<file path="src/rtl/jar_pkg.sv">
// Types, register indexes and reset values for the joystick autorepeat qualifier.
package jar_pkg;

	localparam int LOCKOUT_COMMANDS = 6;
	localparam int CFG_IDX_W  = 3;
	localparam int CFG_DATA_W = 14;

	typedef enum logic [3:0] {
		CMD_NONE    = 4'd0,
		CMD_ROT_CW  = 4'd1,
		CMD_ROT_CCW = 4'd2,
		CMD_LEFT    = 4'd3,
		CMD_RIGHT   = 4'd4,
		CMD_DOWN    = 4'd5,
		CMD_DROP    = 4'd6,
		CMD_GRAVITY = 4'd7,
		CMD_PAUSE   = 4'd8
	} cmd_t;

	localparam logic [CFG_IDX_W-1:0] CFG_FALL_PERIOD   = 3'd0;
	localparam logic [CFG_IDX_W-1:0] CFG_GLIDE_MINIMUM = 3'd1;
	localparam logic [CFG_IDX_W-1:0] CFG_REPEAT_DELAY  = 3'd2;
	localparam logic [CFG_IDX_W-1:0] CFG_REPEAT_IVL    = 3'd3;
	localparam logic [CFG_IDX_W-1:0] CFG_PAUSE_TIMEOUT = 3'd4;
	localparam logic [CFG_IDX_W-1:0] CFG_LOCKOUT_LONG  = 3'd5;
	localparam logic [CFG_IDX_W-1:0] CFG_LOCKOUT_SHORT = 3'd6;

	localparam logic [7:0]  RST_FALL_PERIOD   = 8'd200;
	localparam logic [7:0]  RST_GLIDE_MINIMUM = 8'd75;
	localparam logic [6:0]  RST_REPEAT_DELAY  = 7'd40;
	localparam logic [6:0]  RST_REPEAT_IVL    = 7'd10;
	localparam logic [13:0] RST_PAUSE_TIMEOUT = 14'd12000;
	localparam logic [4:0]  RST_LOCKOUT_LONG  = 5'd24;
	localparam logic [4:0]  RST_LOCKOUT_SHORT = 5'd12;

	// Lockout slot k belongs to command k+1; true where the short lockout applies.
	function automatic logic slot_is_short(input int k);
		return (k == int'(CMD_LEFT) - 1) || (k == int'(CMD_RIGHT) - 1) ||
			(k == int'(CMD_DOWN) - 1);
	endfunction

endpackage

</file>
<file path="src/rtl/joystick_autorepeat_qualifier.sv">
// Joystick autorepeat qualifier: one command per button poll tick.
//
// Usage:
//  - Input channel (in_valid/in_ready) carries one poll tick per beat: five
//    buttons plus the gliding flag. Output channel (out_valid/out_ready)
//    returns exactly one command per input beat, in order.
//  - Config channel (cfg_valid/cfg_ready, cfg_index, cfg_data) writes the
//    seven timing registers; cfg_ready is always high, unknown indexes are
//    dropped. Write only while no tick is in flight.
//  - Output: the command is registered and shown in the cycle after its tick is accepted.
//  - Throughput: one tick per cycle unless stalled; all qualification is
//    one pass of logic from the state registers into the output register.
//  - Stall: while the output register holds an untaken command, a new tick
//    is accepted only in the cycle the receiver takes the old one
//    (in_ready = !out_valid || out_ready).
//  - Reset (arst_n low, asynchronous): registers return to their reset
//    values, fall, pause and lockout counters clear, the repeat counter
//    reloads with minus the first delay, output goes empty.
module joystick_autorepeat_qualifier import jar_pkg::*; (
	input  logic                  clk,
	input  logic                  arst_n,
	input  logic                  cfg_valid,
	output logic                  cfg_ready,
	input  logic [CFG_IDX_W-1:0]  cfg_index,
	input  logic [CFG_DATA_W-1:0] cfg_data,
	input  logic                  in_valid,
	output logic                  in_ready,
	input  logic                  btn_fire,
	input  logic                  btn_left,
	input  logic                  btn_right,
	input  logic                  btn_up,
	input  logic                  btn_down,
	input  logic                  gliding,
	output logic                  out_valid,
	input  logic                  out_ready,
	output logic [3:0]            command
);

	logic [7:0]  fall_period_q, glide_minimum_q;
	logic [6:0]  repeat_delay_q, repeat_ivl_q;
	logic [13:0] pause_timeout_q;
	logic [4:0]  lockout_long_q, lockout_short_q;

	cmd_t        last_cmd_q, last_cmd_n;
	logic [7:0]  fall_ticks_q, fall_ticks_n;
	logic [7:0]  repeat_q, repeat_n;
	logic [13:0] pause_ticks_q, pause_ticks_n;
	logic [4:0]  lock_q [LOCKOUT_COMMANDS];
	logic [4:0]  lock_n [LOCKOUT_COMMANDS];

	logic        out_valid_q;
	cmd_t        command_q;

	logic        in_acc;
	logic [7:0]  period;
	logic [7:0]  repeat_reload;
	logic [14:0] pause_next;
	cmd_t        joy, res;
	logic        locked;
	logic [LOCKOUT_COMMANDS-1:0] arm;
	logic [2:0]  joy_slot;

	assign cfg_ready = 1'b1;
	assign in_ready  = !out_valid_q || out_ready;
	assign in_acc    = in_valid && in_ready;
	assign out_valid = out_valid_q;
	assign command   = command_q;

	always_ff @(posedge clk or negedge arst_n) begin
		if (!arst_n) begin
			fall_period_q   <= RST_FALL_PERIOD;
			glide_minimum_q <= RST_GLIDE_MINIMUM;
			repeat_delay_q  <= RST_REPEAT_DELAY;
			repeat_ivl_q    <= RST_REPEAT_IVL;
			pause_timeout_q <= RST_PAUSE_TIMEOUT;
			lockout_long_q  <= RST_LOCKOUT_LONG;
			lockout_short_q <= RST_LOCKOUT_SHORT;
		end else if (cfg_valid) begin
			unique case (cfg_index)
				CFG_FALL_PERIOD:   fall_period_q   <= cfg_data[7:0];
				CFG_GLIDE_MINIMUM: glide_minimum_q <= cfg_data[7:0];
				CFG_REPEAT_DELAY:  repeat_delay_q  <= cfg_data[6:0];
				CFG_REPEAT_IVL:    repeat_ivl_q    <= cfg_data[6:0];
				CFG_PAUSE_TIMEOUT: pause_timeout_q <= cfg_data;
				CFG_LOCKOUT_LONG:  lockout_long_q  <= cfg_data[4:0];
				CFG_LOCKOUT_SHORT: lockout_short_q <= cfg_data[4:0];
				default: ;
			endcase
		end
	end

	// Button priority: fire, left, right, up+down, down, up.
	always_comb begin
		if (btn_fire)                  joy = CMD_DROP;
		else if (btn_left)             joy = CMD_LEFT;
		else if (btn_right)            joy = CMD_RIGHT;
		else if (btn_up && btn_down)   joy = CMD_PAUSE;
		else if (btn_down)             joy = CMD_DOWN;
		else if (btn_up)               joy = CMD_ROT_CW;
		else                           joy = CMD_NONE;
	end

	assign period = (gliding && fall_period_q < glide_minimum_q) ? glide_minimum_q
		: fall_period_q;
	assign repeat_reload = 8'd0 - {1'b0, repeat_delay_q};
	assign pause_next    = {1'b0, pause_ticks_q} + 15'd1;
	assign joy_slot      = 3'(joy - CMD_ROT_CW);

	always_comb begin
		locked = 1'b0;
		if (joy >= CMD_ROT_CW && joy <= CMD_DROP)
			locked = lock_q[joy_slot] != 5'd0;
	end

	always_comb begin
		last_cmd_n    = last_cmd_q;
		fall_ticks_n  = fall_ticks_q;
		repeat_n      = repeat_q;
		pause_ticks_n = pause_ticks_q;
		res           = CMD_NONE;
		arm           = '0;
		for (int k = 0; k < LOCKOUT_COMMANDS; k++)
			lock_n[k] = lock_q[k];

		if (fall_ticks_q >= period) begin
			// gravity tick: sample ignored, nothing else moves
			fall_ticks_n = 8'd0;
			res          = CMD_GRAVITY;
		end else begin
			if (locked) begin
				last_cmd_n = CMD_NONE;
			end else if (joy == CMD_LEFT || joy == CMD_RIGHT || joy == CMD_DOWN) begin
				if (last_cmd_q != joy) begin
					repeat_n   = repeat_reload;
					last_cmd_n = joy;
					res        = joy;
				end else if ($signed(repeat_q) >= $signed({1'b0, repeat_ivl_q})) begin
					repeat_n = 8'd0;
					res      = joy;
				end else if ($signed(repeat_q) < 8'sd127) begin
					repeat_n = repeat_q + 8'd1;
				end
			end else if (joy == CMD_DROP || joy == CMD_ROT_CW) begin
				if (last_cmd_q != joy) begin
					last_cmd_n = joy;
					res        = joy;
				end
			end else if (joy == CMD_PAUSE) begin
				if (lock_q[int'(CMD_ROT_CW) - 1] == 5'd0 &&
					lock_q[int'(CMD_DOWN) - 1] == 5'd0) begin
					arm[int'(CMD_ROT_CW) - 1] = 1'b1;
					arm[int'(CMD_DOWN) - 1]   = 1'b1;
					last_cmd_n    = CMD_PAUSE;
					res           = CMD_PAUSE;
					pause_ticks_n = 14'd0;
				end else begin
					last_cmd_n = CMD_NONE;
				end
			end else begin
				// release: lock out the command just let go
				for (int k = 0; k < LOCKOUT_COMMANDS; k++)
					if (int'(last_cmd_q) == k + 1)
						arm[k] = 1'b1;
				if (last_cmd_q != CMD_PAUSE) begin
					last_cmd_n = CMD_NONE;
				end else begin
					pause_ticks_n = pause_next[14] ? 14'h3fff : pause_next[13:0];
					if (pause_next > {1'b0, pause_timeout_q})
						last_cmd_n = CMD_NONE;
				end
				repeat_n = repeat_reload;
			end

			// arm only an idle slot, then every slot counts down
			for (int k = 0; k < LOCKOUT_COMMANDS; k++) begin
				if (arm[k] && lock_q[k] == 5'd0)
					lock_n[k] = slot_is_short(k) ? lockout_short_q : lockout_long_q;
				if (lock_n[k] != 5'd0)
					lock_n[k] = lock_n[k] - 5'd1;
			end

			if (res == CMD_DOWN || res == CMD_DROP) begin
				fall_ticks_n = 8'd0;
			end else if (res != CMD_PAUSE &&
				!(res == CMD_NONE && last_cmd_n == CMD_PAUSE)) begin
				if (fall_ticks_q != 8'hff)
					fall_ticks_n = fall_ticks_q + 8'd1;
			end
		end
	end

	always_ff @(posedge clk or negedge arst_n) begin
		if (!arst_n) begin
			last_cmd_q    <= CMD_NONE;
			fall_ticks_q  <= 8'd0;
			repeat_q      <= 8'd0 - {1'b0, RST_REPEAT_DELAY};
			pause_ticks_q <= 14'd0;
			for (int k = 0; k < LOCKOUT_COMMANDS; k++)
				lock_q[k] <= 5'd0;
		end else if (in_acc) begin
			last_cmd_q    <= last_cmd_n;
			fall_ticks_q  <= fall_ticks_n;
			repeat_q      <= repeat_n;
			pause_ticks_q <= pause_ticks_n;
			for (int k = 0; k < LOCKOUT_COMMANDS; k++)
				lock_q[k] <= lock_n[k];
		end
	end

	always_ff @(posedge clk or negedge arst_n) begin
		if (!arst_n) begin
			out_valid_q <= 1'b0;
		end else if (in_acc) begin
			out_valid_q <= 1'b1;
		end else if (out_ready) begin
			out_valid_q <= 1'b0;
		end
	end

	always_ff @(posedge clk) begin
		if (in_acc)
			command_q <= res;
	end

endmodule

</file>
<file path="config.mk">
export PLATFORM = sky130hd
export DESIGN_NAME = joystick_autorepeat_qualifier
export DESIGN_NICKNAME = d
export VERILOG_FILES = /design/src/rtl/jar_pkg.sv /design/src/rtl/joystick_autorepeat_qualifier.sv
export SDC_FILE = /design/constraint.sdc
export NUM_CORES = 1
export LEC_CHECK = 0
export ABC_AREA = 1
export BUFFER_PORTS_ARGS = -buffer_cell sky130_fd_sc_hd__clkbuf_2
export CAP_MARGIN = 40
export CORE_UTILIZATION = 57
export DETAILED_ROUTE_END_ITERATION = 12
export GPL_TIMING_DRIVEN = 0
export PLACE_DENSITY_LB_ADDON = 0.05
export REMOVE_ABC_BUFFERS = 1
export SETUP_SLACK_MARGIN = 0.02
export SKIP_LAST_GASP = 1
export SLEW_MARGIN = 20
export SYNTH_ARGS = -nofsm -noshare
export SYNTH_HDL_FRONTEND = slang
export SYNTH_SLANG_ARGS = --single-unit
</file>
<file path="constraint.sdc">
create_clock -name clk -period 3.9 [get_ports clk]
set_input_delay 0.585 -clock clk [delete_from_list [all_inputs] [get_ports clk]]
set_output_delay 0.585 -clock clk [all_outputs]
set_load 0.05 [all_outputs]
</file>
* Yosys cells after proc, flatten, opt, wreduce, memory -nomap -nowiden *
Index checks and enable logic that the tools add are counted.

word-level totals
  flip-flop bits (word level) = 123
  input bits = 28
  output and inout port bits = 7
  word-level logic and storage cells = 199

operators by class
  $add $sub $neg = 11
  order comparisons = 8
  eq/ne operators = 30
  muxes and demuxes = 77
  bitwise operators = 5
  reductions and logical operators = 49

operators by type and width
  cell                                                                number
  5-bit 2-to-1 mux                                                    20
  8-bit 2-to-1 mux                                                    11
  4-bit 2-to-1 mux                                                    21
  14-bit 2-to-1 mux                                                   4
  5-bit nonzero test                                                  7
  5-bit logical NOT                                                   6
  5-bit by 1-bit subtractor with 5-bit output, second input constant  6
  4-bit by 3-bit == test with 1-bit output, second input constant     7
  6-bit 2-to-1 mux                                                    4
  4-bit == test, second input constant                                5
  8-bit by 1-bit adder with 8-bit output, second input constant       2
  8-bit >= comparator                                                 2
  2-bit AND reduction                                                 8
  14-bit by 1-bit adder with 15-bit output, second input constant     1
  5-bit binary-select mux with 3-bit select                           1
  15-bit by 14-bit > comparator with 1-bit output                     1
  1-bit 2-to-1 mux                                                    14
  1-bit logical AND                                                   13
  3-bit == test, second input constant                                3
  4-bit by 2-bit == test with 1-bit output, second input constant     2
  8-bit less-than comparator                                          1
  8-bit less-than comparator, second input constant                   1
  4-bit != test, second input constant                                2
  8-bit != test, second input constant                                1
  other kinds (24)                                                    37

* Depth between registers and ports, before layout *
Gate-level depths: netlist of the first run.

  depth after elaboration = 22
  depth in mapped cells = 24
  gate-level depth less buffers = 23

* Least setup slack after synthesis of the first run *
OpenSTA, ideal clock, no wires.

  kind = register -> register
  from = register glide_minimum_q[1]
  to = register pause_ticks_q[4]
  library setup time = 130 ps
  arrival = 3547 ps
  data required time = 3770 ps
  slack = 222 ps
  cell stages (with the launch flop) = 21
  buffers on the path = 2
  period minus slack after synthesis = 3678 ps
  cell sequence = dfstp_2 > inv_1 > ha_1 > o21a_1 > o211ai_1 > nand2_1 > nand4_1 > o2111ai_1 > clkbuf_1 > nor2_1 > a21oi_1 > ha_1 > a21oi_1 > o21ai_0 > nand2_1 > nand3_1 > nor2_1 > inv_2 > nor3_4 > buf_2 > o21ai_0

between the ends
  longest elaborated chain between the ends = 6

ends and longest elaborated chain
  what                             RTL line                              source
  from (decl)                      joystick_autorepeat_qualifier.sv:39   logic [7:0] fall_period_q, glide_minimum_q;
  from (signal assigned)           joystick_autorepeat_qualifier.sv:81   CFG_GLIDE_MINIMUM: glide_minimum_q <= cfg_data[7:0];
  8-bit less-than comparator       joystick_autorepeat_qualifier.sv:103  assign period = (gliding && fall_period_q < glide_minimum_q) ? glide_minimum_q
  1-bit logical AND                joystick_autorepeat_qualifier.sv:103
  8-bit 2-to-1 mux *               joystick_autorepeat_qualifier.sv:103
  8-bit >= comparator *            joystick_autorepeat_qualifier.sv:125  if (fall_ticks_q >= period) begin
  1-bit inverter (no line) *       n/a
  7-bit AND reduction (no line) *  n/a
  to (signal assigned)             joystick_autorepeat_qualifier.sv:204  pause_ticks_q <= pause_ticks_n;
  to (decl)                        joystick_autorepeat_qualifier.sv:47   logic [13:0] pause_ticks_q, pause_ticks_n;

Mark *: on every way between the ends. The rest lies on a longest branch, timed or not.
A chain may end at the register's enable or synchronous reset.

* Worst setup path in the final report of the first run *
  from = register glide_minimum_q[1]
  to = register pause_ticks_q[7]

The elaborated chain is that of the path after synthesis.

==> impl_metrics.tcl, run 1 <==
set metrics [dict create \
    p_per_area_nw_per_um2 640 \
    dpl.hpwl_um 13500 \
    num_antenna_cells 0 \
    r2r-start "glide_minimum_q[1]$_DFFE_PN1P_" \
    path_common_cell "buf_12" \
    synthSimpleGateAreaFrac 0.303 \
    yosysSeqAreaShare 0.374 \
    rrSetupSlack_ps 80 \
    rr_worst_depth 23 \
    coreArea_um2 14100 \
    crit_slowest_cell "dfstp_2" \
    grt_max_degree 69 \
    arrival_ps 4120 \
    ys.flop_type "dfrtp_1" \
    drt-vias-per-instance 5.39 \
    relSlewSlack 0.482 \
    fin_crit_sh 0.979 \
    grt_use_total 0.272 \
    synth_top_area_share 0.278 \
    placementRows 43 \
    setup_violations 0 \
    maxCapViolations 0 \
    globalRouteOverflowTotal 0 \
    r2r_end "pause_ticks_q[7]$_DFFE_PN0P_" \
    place.gp.congestion 0.873 \
    die_h_um 123 \
    portBuffers 33 \
    antenna_found_initial 0 \
    drc 0 \
    netlist_area_um2 8380 \
    hold_class "in -> async" \
    status "complete, no violations" \
    ys_ff_latch 123 \
    nNetsFinal 1295 \
    layout_min_cycle_time_ps 3820 \
    grt_pass1_vias 6782 \
    root_buffer "clkbuf_16" \
    irDropWorstVdd_mv 0.384 \
    clkTransAtPathRegs_ps 60 \
    tns_ps 0 \
    cp_slowest_stage_delay_ps 540 \
    synthArstFlopShare 0.967 \
    p_leak_nw 5.10 \
    yosysWarnings 0 \
    post_synth_num_cell_types 43 \
    synth_compound_area_frac 0.114 \
    setup_ws_ps 83.8 \
    synth_area_leaders "dfrtp_1 28%, nand2_1 14%, ha_1 8.7%, dfstp_2 8.2%, inv_1 7.5%" \
    wl_um 20100 \
    clk_path_buf_depth 2 \
    tightestPinTransition_ps 775 \
    end_kind "flop" \
    slew_viol_final 0 \
    postCtsHoldBufs 0 \
    synthCells 1147 \
    crit_buf_inv 7 \
    postLayoutCoreUtil 0.697 \
    drt_pass1_iterations 5 \
    syn_avg_cell_area_um2 7.30 \
    cp_max_fo 6 \
    ios 35 \
    num_vias 7554 \
    synth_most_common_cell "nand2_1" \
    cts_inserted_buffers 17 \
    fin_skew_ps 7.62 \
    synthMuxAreaShare 0 \
    hold_ws_ps 116 \
    grt_pass1_wl_um 31900 \
    cpLargestDelayFamily "simple AND/OR/NAND/NOR gates" \
    cts_tree "built" \
    synth.top_cells.by_count "306 x nand2_1, 168 x inv_1, 93 x dfrtp_1, 93 x nand3_1, 78 x o21ai_0" \
    cts.sinks 123 \
    dieArea_um2 15200 \
    dieWidth_um 123 \
    initial_core_util 0.594 \
    synth_area_leader_cell "dfrtp_1" \
    worstSetupPathType "reg -> reg" \
    dp_worst_setup_slack_ps -1130 \
    clock_latency_ps 430 \
    synthXorXnorAreaFrac 0.0303 \
    required_ps 4200 \
    synth_top_family_by_area "simple AND/OR/NAND/NOR gates" \
    fmax_mhz 262 \
    routedWlPerCell_um 14.3 \
    synth_edf_count 4 \
    syn2layout_area_growth_pct 17.3 \
    ant_nets 0 \
    hold_viol 0 \
    drive_gt1_frac 0.164 \
    synthAdderAreaFrac 0.0866 \
    htree_levels 4 \
    critPathLaunchType "flop" \
    drt_iter0_markers 492 \
    cp_cell_sequence "inv_2, ha_4, o21a_1, o211ai_1, nand2_1, nand4_1, o2111ai_4, buf_12, nor2_2, a21oi_2, ha_1, a21oi_2, o21ai_1, nand2_1, nand3_4, nor2_4, buf_12, clkinv_16, nor3_4, buf_12, buf_8, clkbuf_16, o21ai_1" \
    rsz0062_at_grt "true" \
]
## through the flow
stage / power [mW] / cells / area, um^2
finish: 6.29 / 1402 / 9830
global route: 6.79 / 1402 / 9830
CTS: 6.05 / 1382 / 9470
detailed placement: 4.40 / 1343 / 8740
global placement: 4.32 / 1338 / 8650
floorplan: 3.83 / 1125 / 8260
## final cells by class
cell class / count / area, um^2
Clock buffer: 19 / 453
Clock inverter: 13 / 119
Fill cell: 1188 / 4270
Inverter: 174 / 679
Multi-Input combinational cell: 828 / 4620
Sequential cell: 123 / 3130
Tap cell: 180 / 225
Timing Repair Buffer: 64 / 587
Timing Repair inverter: 1 / 11.3
## what timing repair did
action	in CTS	in global routing
resized for setup	10	47
setup endpoints to repair	52	25
pin swaps	3	18
gates cloned	1	4
setup buffers	6	16
## placed cells by master, fill, tap and decap left out, types with 4 or more instances in the layout
master,synthesis,final
xnor2_1,5,5
nor3_1,15,15
a21oi_2,2,9
inv_2,6,6
o21ai_1,28,32
clkinvlp_4,0,4
nand2_1,306,304
dfrtp_1,93,93
o22ai_1,5,5
nand4_1,27,27
o211ai_1,15,15
o21ai_2,1,7
xor2_1,24,24
clkbuf_2,0,32
nor2_2,15,18
nand2_2,11,13
nor2_4,4,7
edfxtp_1,4,4
dfstp_2,26,26
clkbuf_16,0,20
nand3b_1,7,7
nand3_1,93,92
a21oi_1,33,26
o21ai_0,78,68
buf_12,0,4
ha_1,58,56
buf_4,1,15
inv_1,168,167
nor2_1,75,69
o21a_1,4,4
buf_6,3,4
## worst register-to-register path: cells and delay by family, from the launching register on
| kind | cells | cell delay (ps) |
|---|---|---|
| AND/OR/NAND/NOR | 7 | 930 |
| buffers and inverters | 7 | 880 |
| AO/OA/AOI/OAI | 7 | 830 |
| flip-flops | 1 | 540 |
| adder cells (fa/ha/maj) | 2 | 530 |
## worst max-delay path by stage
stage                                         from                            end  slack, ps  cells past startpoint
global route        glide_minimum_q[1]$_DFFE_PN1P_  pause_ticks_q[10]$_DFFE_PN0P_        -80                     23
floorplan           glide_minimum_q[1]$_DFFE_PN1P_  pause_ticks_q[10]$_DFFE_PN0P_       -920                     18
global placement    glide_minimum_q[1]$_DFFE_PN1P_  pause_ticks_q[11]$_DFFE_PN0P_      -2610                     17
finish              glide_minimum_q[1]$_DFFE_PN1P_   pause_ticks_q[7]$_DFFE_PN0P_         80                     23
detailed placement  glide_minimum_q[1]$_DFFE_PN1P_        repeat_q[7]$_DFFE_PN1P_      -1130                     18
CTS                 glide_minimum_q[1]$_DFFE_PN1P_   pause_ticks_q[3]$_DFFE_PN0P_         30                     19
## state kept, by name, indices dropped and copies added, names as in the netlist, 7 cells and up
name	cells
fall_ticks_q	8
repeat_q	8
pause_ticks_q	14
repeat_ivl_q	7
repeat_delay_q	7
glide_minimum_q	8
fall_period_q	8
pause_timeout_q	14
lock_q	30
## cells by family (layout without fill, tap and decap cells)
logic type,after synthesis,after routing
AOI/OAI and AO/OA,173,173
xor gates and xnor gates,29,29
adders and majority gates,58,58
buffers and inverters,196,271
DFF,123,123
other,1,1
and+or+nand+nor,567,567
## routing by layer
layer / vias up / part of all wire / GRT usage
li1: 3845 / - / -
met1: 3533 / 0.48 / 0.375
met2: 159 / 0.47 / 0.435
met3: 17 / 0.041 / 0.0567
met4: 0 / 0.0098 / 0.0693
met5: - / 0 / 0
## report_power, final
| part | total [mW] | switching [mW] | internal [mW] |
|---|---|---|---|
| clock network | 1.52 | 0.608 | 0.911 |
| registers | 1.96 | 0.280 | 1.68 |
| logic | 2.80 | 1.73 | 1.07 |
(Power assumes the default switching activity.)
==> run 2: changes to the inputs <==
--- a/config.mk
+++ b/config.mk
@@ -6,7 +6,7 @@
 export NUM_CORES = 1
 export LEC_CHECK = 0
 export ABC_AREA = 1
-export BUFFER_PORTS_ARGS = -buffer_cell sky130_fd_sc_hd__clkbuf_2
+export BUFFER_PORTS_ARGS = -buffer_cell sky130_fd_sc_hd__buf_2
 export CAP_MARGIN = 40
 export CORE_UTILIZATION = 57
 export DETAILED_ROUTE_END_ITERATION = 12
==> impl_metrics.tcl, run 2 (same netlist as run 1, synthesis figures left out) <==
set metrics [dict create \
    ios 35 \
    fin_crit_sh 0.956 \
    worstSetupPathType "reg -> reg" \
    slew_viol_final 0 \
    tns_ps 0 \
    drc 0 \
    cts.sinks 123 \
    setup_ws_ps 172 \
    final_common_cell "nand2_1" \
    fin_skew_ps 7.89 \
    critPathLaunchType "flop" \
    globalRouteOverflowTotal 0 \
    relSlewSlack 0.469 \
    placementRows 43 \
    ant_nets 0 \
    crit_path_end "pause_ticks_q[3]$_DFFE_PN0P_" \
    hold_class "in -> async" \
    clk_path_buf_depth 2 \
    p_per_area_nw_per_um2 646 \
    coreArea_um2 14100 \
    largestRegisters "lock_q x30, pause_ticks_q x14, pause_timeout_q x14" \
    hold_viol 0 \
    hold_ws_ps 112 \
    postCtsHoldBufs 0 \
    syn2layout_area_growth_pct 15.9 \
    clock_latency_ps 420 \
    final_cells 1404 \
    final_cell_mix "306 x nand2_1, 168 x inv_1, 93 x dfrtp_1" \
    tightestPinTransition_ps 795 \
    num_antenna_cells 0 \
    initial_core_util 0.594 \
    wl_um 19800 \
    required_ps 4190 \
    arrival_ps 4020 \
    p_leak_nw 5.07 \
    rr_worst_depth 20 \
    place_inst 1343 \
    total_power_mw 6.27 \
    r2r_end "pause_ticks_q[3]$_DFFE_PN0P_" \
    largest_register "lock_q" \
    grt_pass1_vias 6873 \
    drt_iter0_markers 502 \
    htree_levels 4 \
    largest_register_ffs 30 \
    rsz0062_at_grt "true" \
    root_buffer "clkbuf_16" \
    place.gp.congestion 0.887 \
    end_kind "flop" \
    dpl.hpwl_um 13700 \
    cp_max_fo 13 \
    dieArea_um2 15200 \
    num_vias 7506 \
    maxCapViolations 0 \
    r2r-start "glide_minimum_q[1]$_DFFE_PN1P_" \
    portBuffers 33 \
    grt_use_total 0.276 \
    clkTransAtPathRegs_ps 60 \
    dieWidth_um 123 \
    drt-vias-per-instance 5.35 \
    grt_max_degree 68 \
    drt_pass1_iterations 7 \
    nNetsFinal 1297 \
    cts_tree "built" \
    status "complete, no violations" \
    irDropWorstVdd_mv 0.396 \
    final_cell_area_um2 9700 \
    grt_pass1_wl_um 32400 \
    postLayoutCoreUtil 0.688 \
    routedWlPerCell_um 14.1 \
    antenna_found_initial 0 \
    critPathLaunch "glide_minimum_q[1]$_DFFE_PN1P_" \
    placed_area_um2 8740 \
    dp_worst_setup_slack_ps -1010 \
    die_h_um 123 \
    layout_min_cycle_time_ps 3730 \
    drive_gt1_frac 0.149 \
    cts_inserted_buffers 17 \
    fmax_mhz 268 \
    rrSetupSlack_ps 170 \
    setup_violations 0 \
]
run 2: changes by cell type in the layout (fill, tap and decap cells not counted), moves of 6 or more:
cell and delta:
o21ai_2 -6, buf_4 +8, clkbuf_2 -32, buf_2 +32, a21oi_1 +6, a21oi_2 -6
o21ai_0 +7
run 2: area by class of cell:
| cell class | instances | area [um^2] |
|---|---|---|
| clock buffer | 22 | 474 |
| clock inverter | 10 | 116 |
| fill | 1227 | 4390 |
| inverter | 174 | 679 |
| multi-input combinational | 828 | 4530 |
| sequential | 123 | 3130 |
| tap | 180 | 225 |
| timing repair buffer | 66 | 533 |
| timing repair inverter | 1 | 11.3 |
run 2: critical path: stages, from the launching register on:
cell and delay [ps]:
dfstp_2 520, inv_1 60, ha_1 260, o21a_1 100, o211ai_1 150, nand2_1 80, nand4_1 110, o2111ai_4 170
a21oi_1 290, ha_1 300, a21oi_1 180, o21a_1 190, nand3_4 110, nor2_4 150, buf_12 160, clkinv_16 60
nor3_4 210, buf_12 150, buf_6 110, buf_16 130, o21ai_0 80
run 2: how the worst min path moves through the flow:
| stage | startpoint | endpoint | slack (ps) | depth (start not counted) |
|---|---|---|---|---|
| CTS | arst_n | pause_ticks_q[13]$_DFFE_PN0P_ | 140 | 1 |
| finish | arst_n | pause_ticks_q[9]$_DFFE_PN0P_ | 110 | 1 |
| detailed placement | lock_q[24]$_DFFE_PN0P_ | lock_q[24]$_DFFE_PN0P_ | 470 | 2 |
| global placement | lock_q[23]$_DFFE_PN0P_ | lock_q[23]$_DFFE_PN0P_ | 460 | 2 |
| floorplan | arst_n | fall_period_q[0]$_DFFE_PN0P_ | 290 | 0 |
| global route | arst_n | pause_ticks_q[13]$_DFFE_PN0P_ | 160 | 1 |
run 2: timing repair:
item / 4_1_cts / 5_1_grt
resized for setup: 11 / 13
endpoints found under the setup margin: 52 / 25
cloned: 1 / 2
setup buffers: 4 / 22
pin swaps: 3 / 8
run 2: layer usage:
layer | wire, um | vias to the layer above | global-route usage
li1 | - | 3847 | -
met4 | 446 | 0 | 0.0926
met5 | 0 | - | 0
met3 | 1050 | 36 | 0.0489
met2 | 9020 | 159 | 0.435
met1 | 9250 | 3464 | 0.383
run 2: power breakdown:
group	leakage (nW)	switching, mW	internal, mW
logic	3.37	1.69	1.05
registers	1.43	0.273	1.68
clock network	0.274	0.585	0.988
total	5.07	2.55	3.72
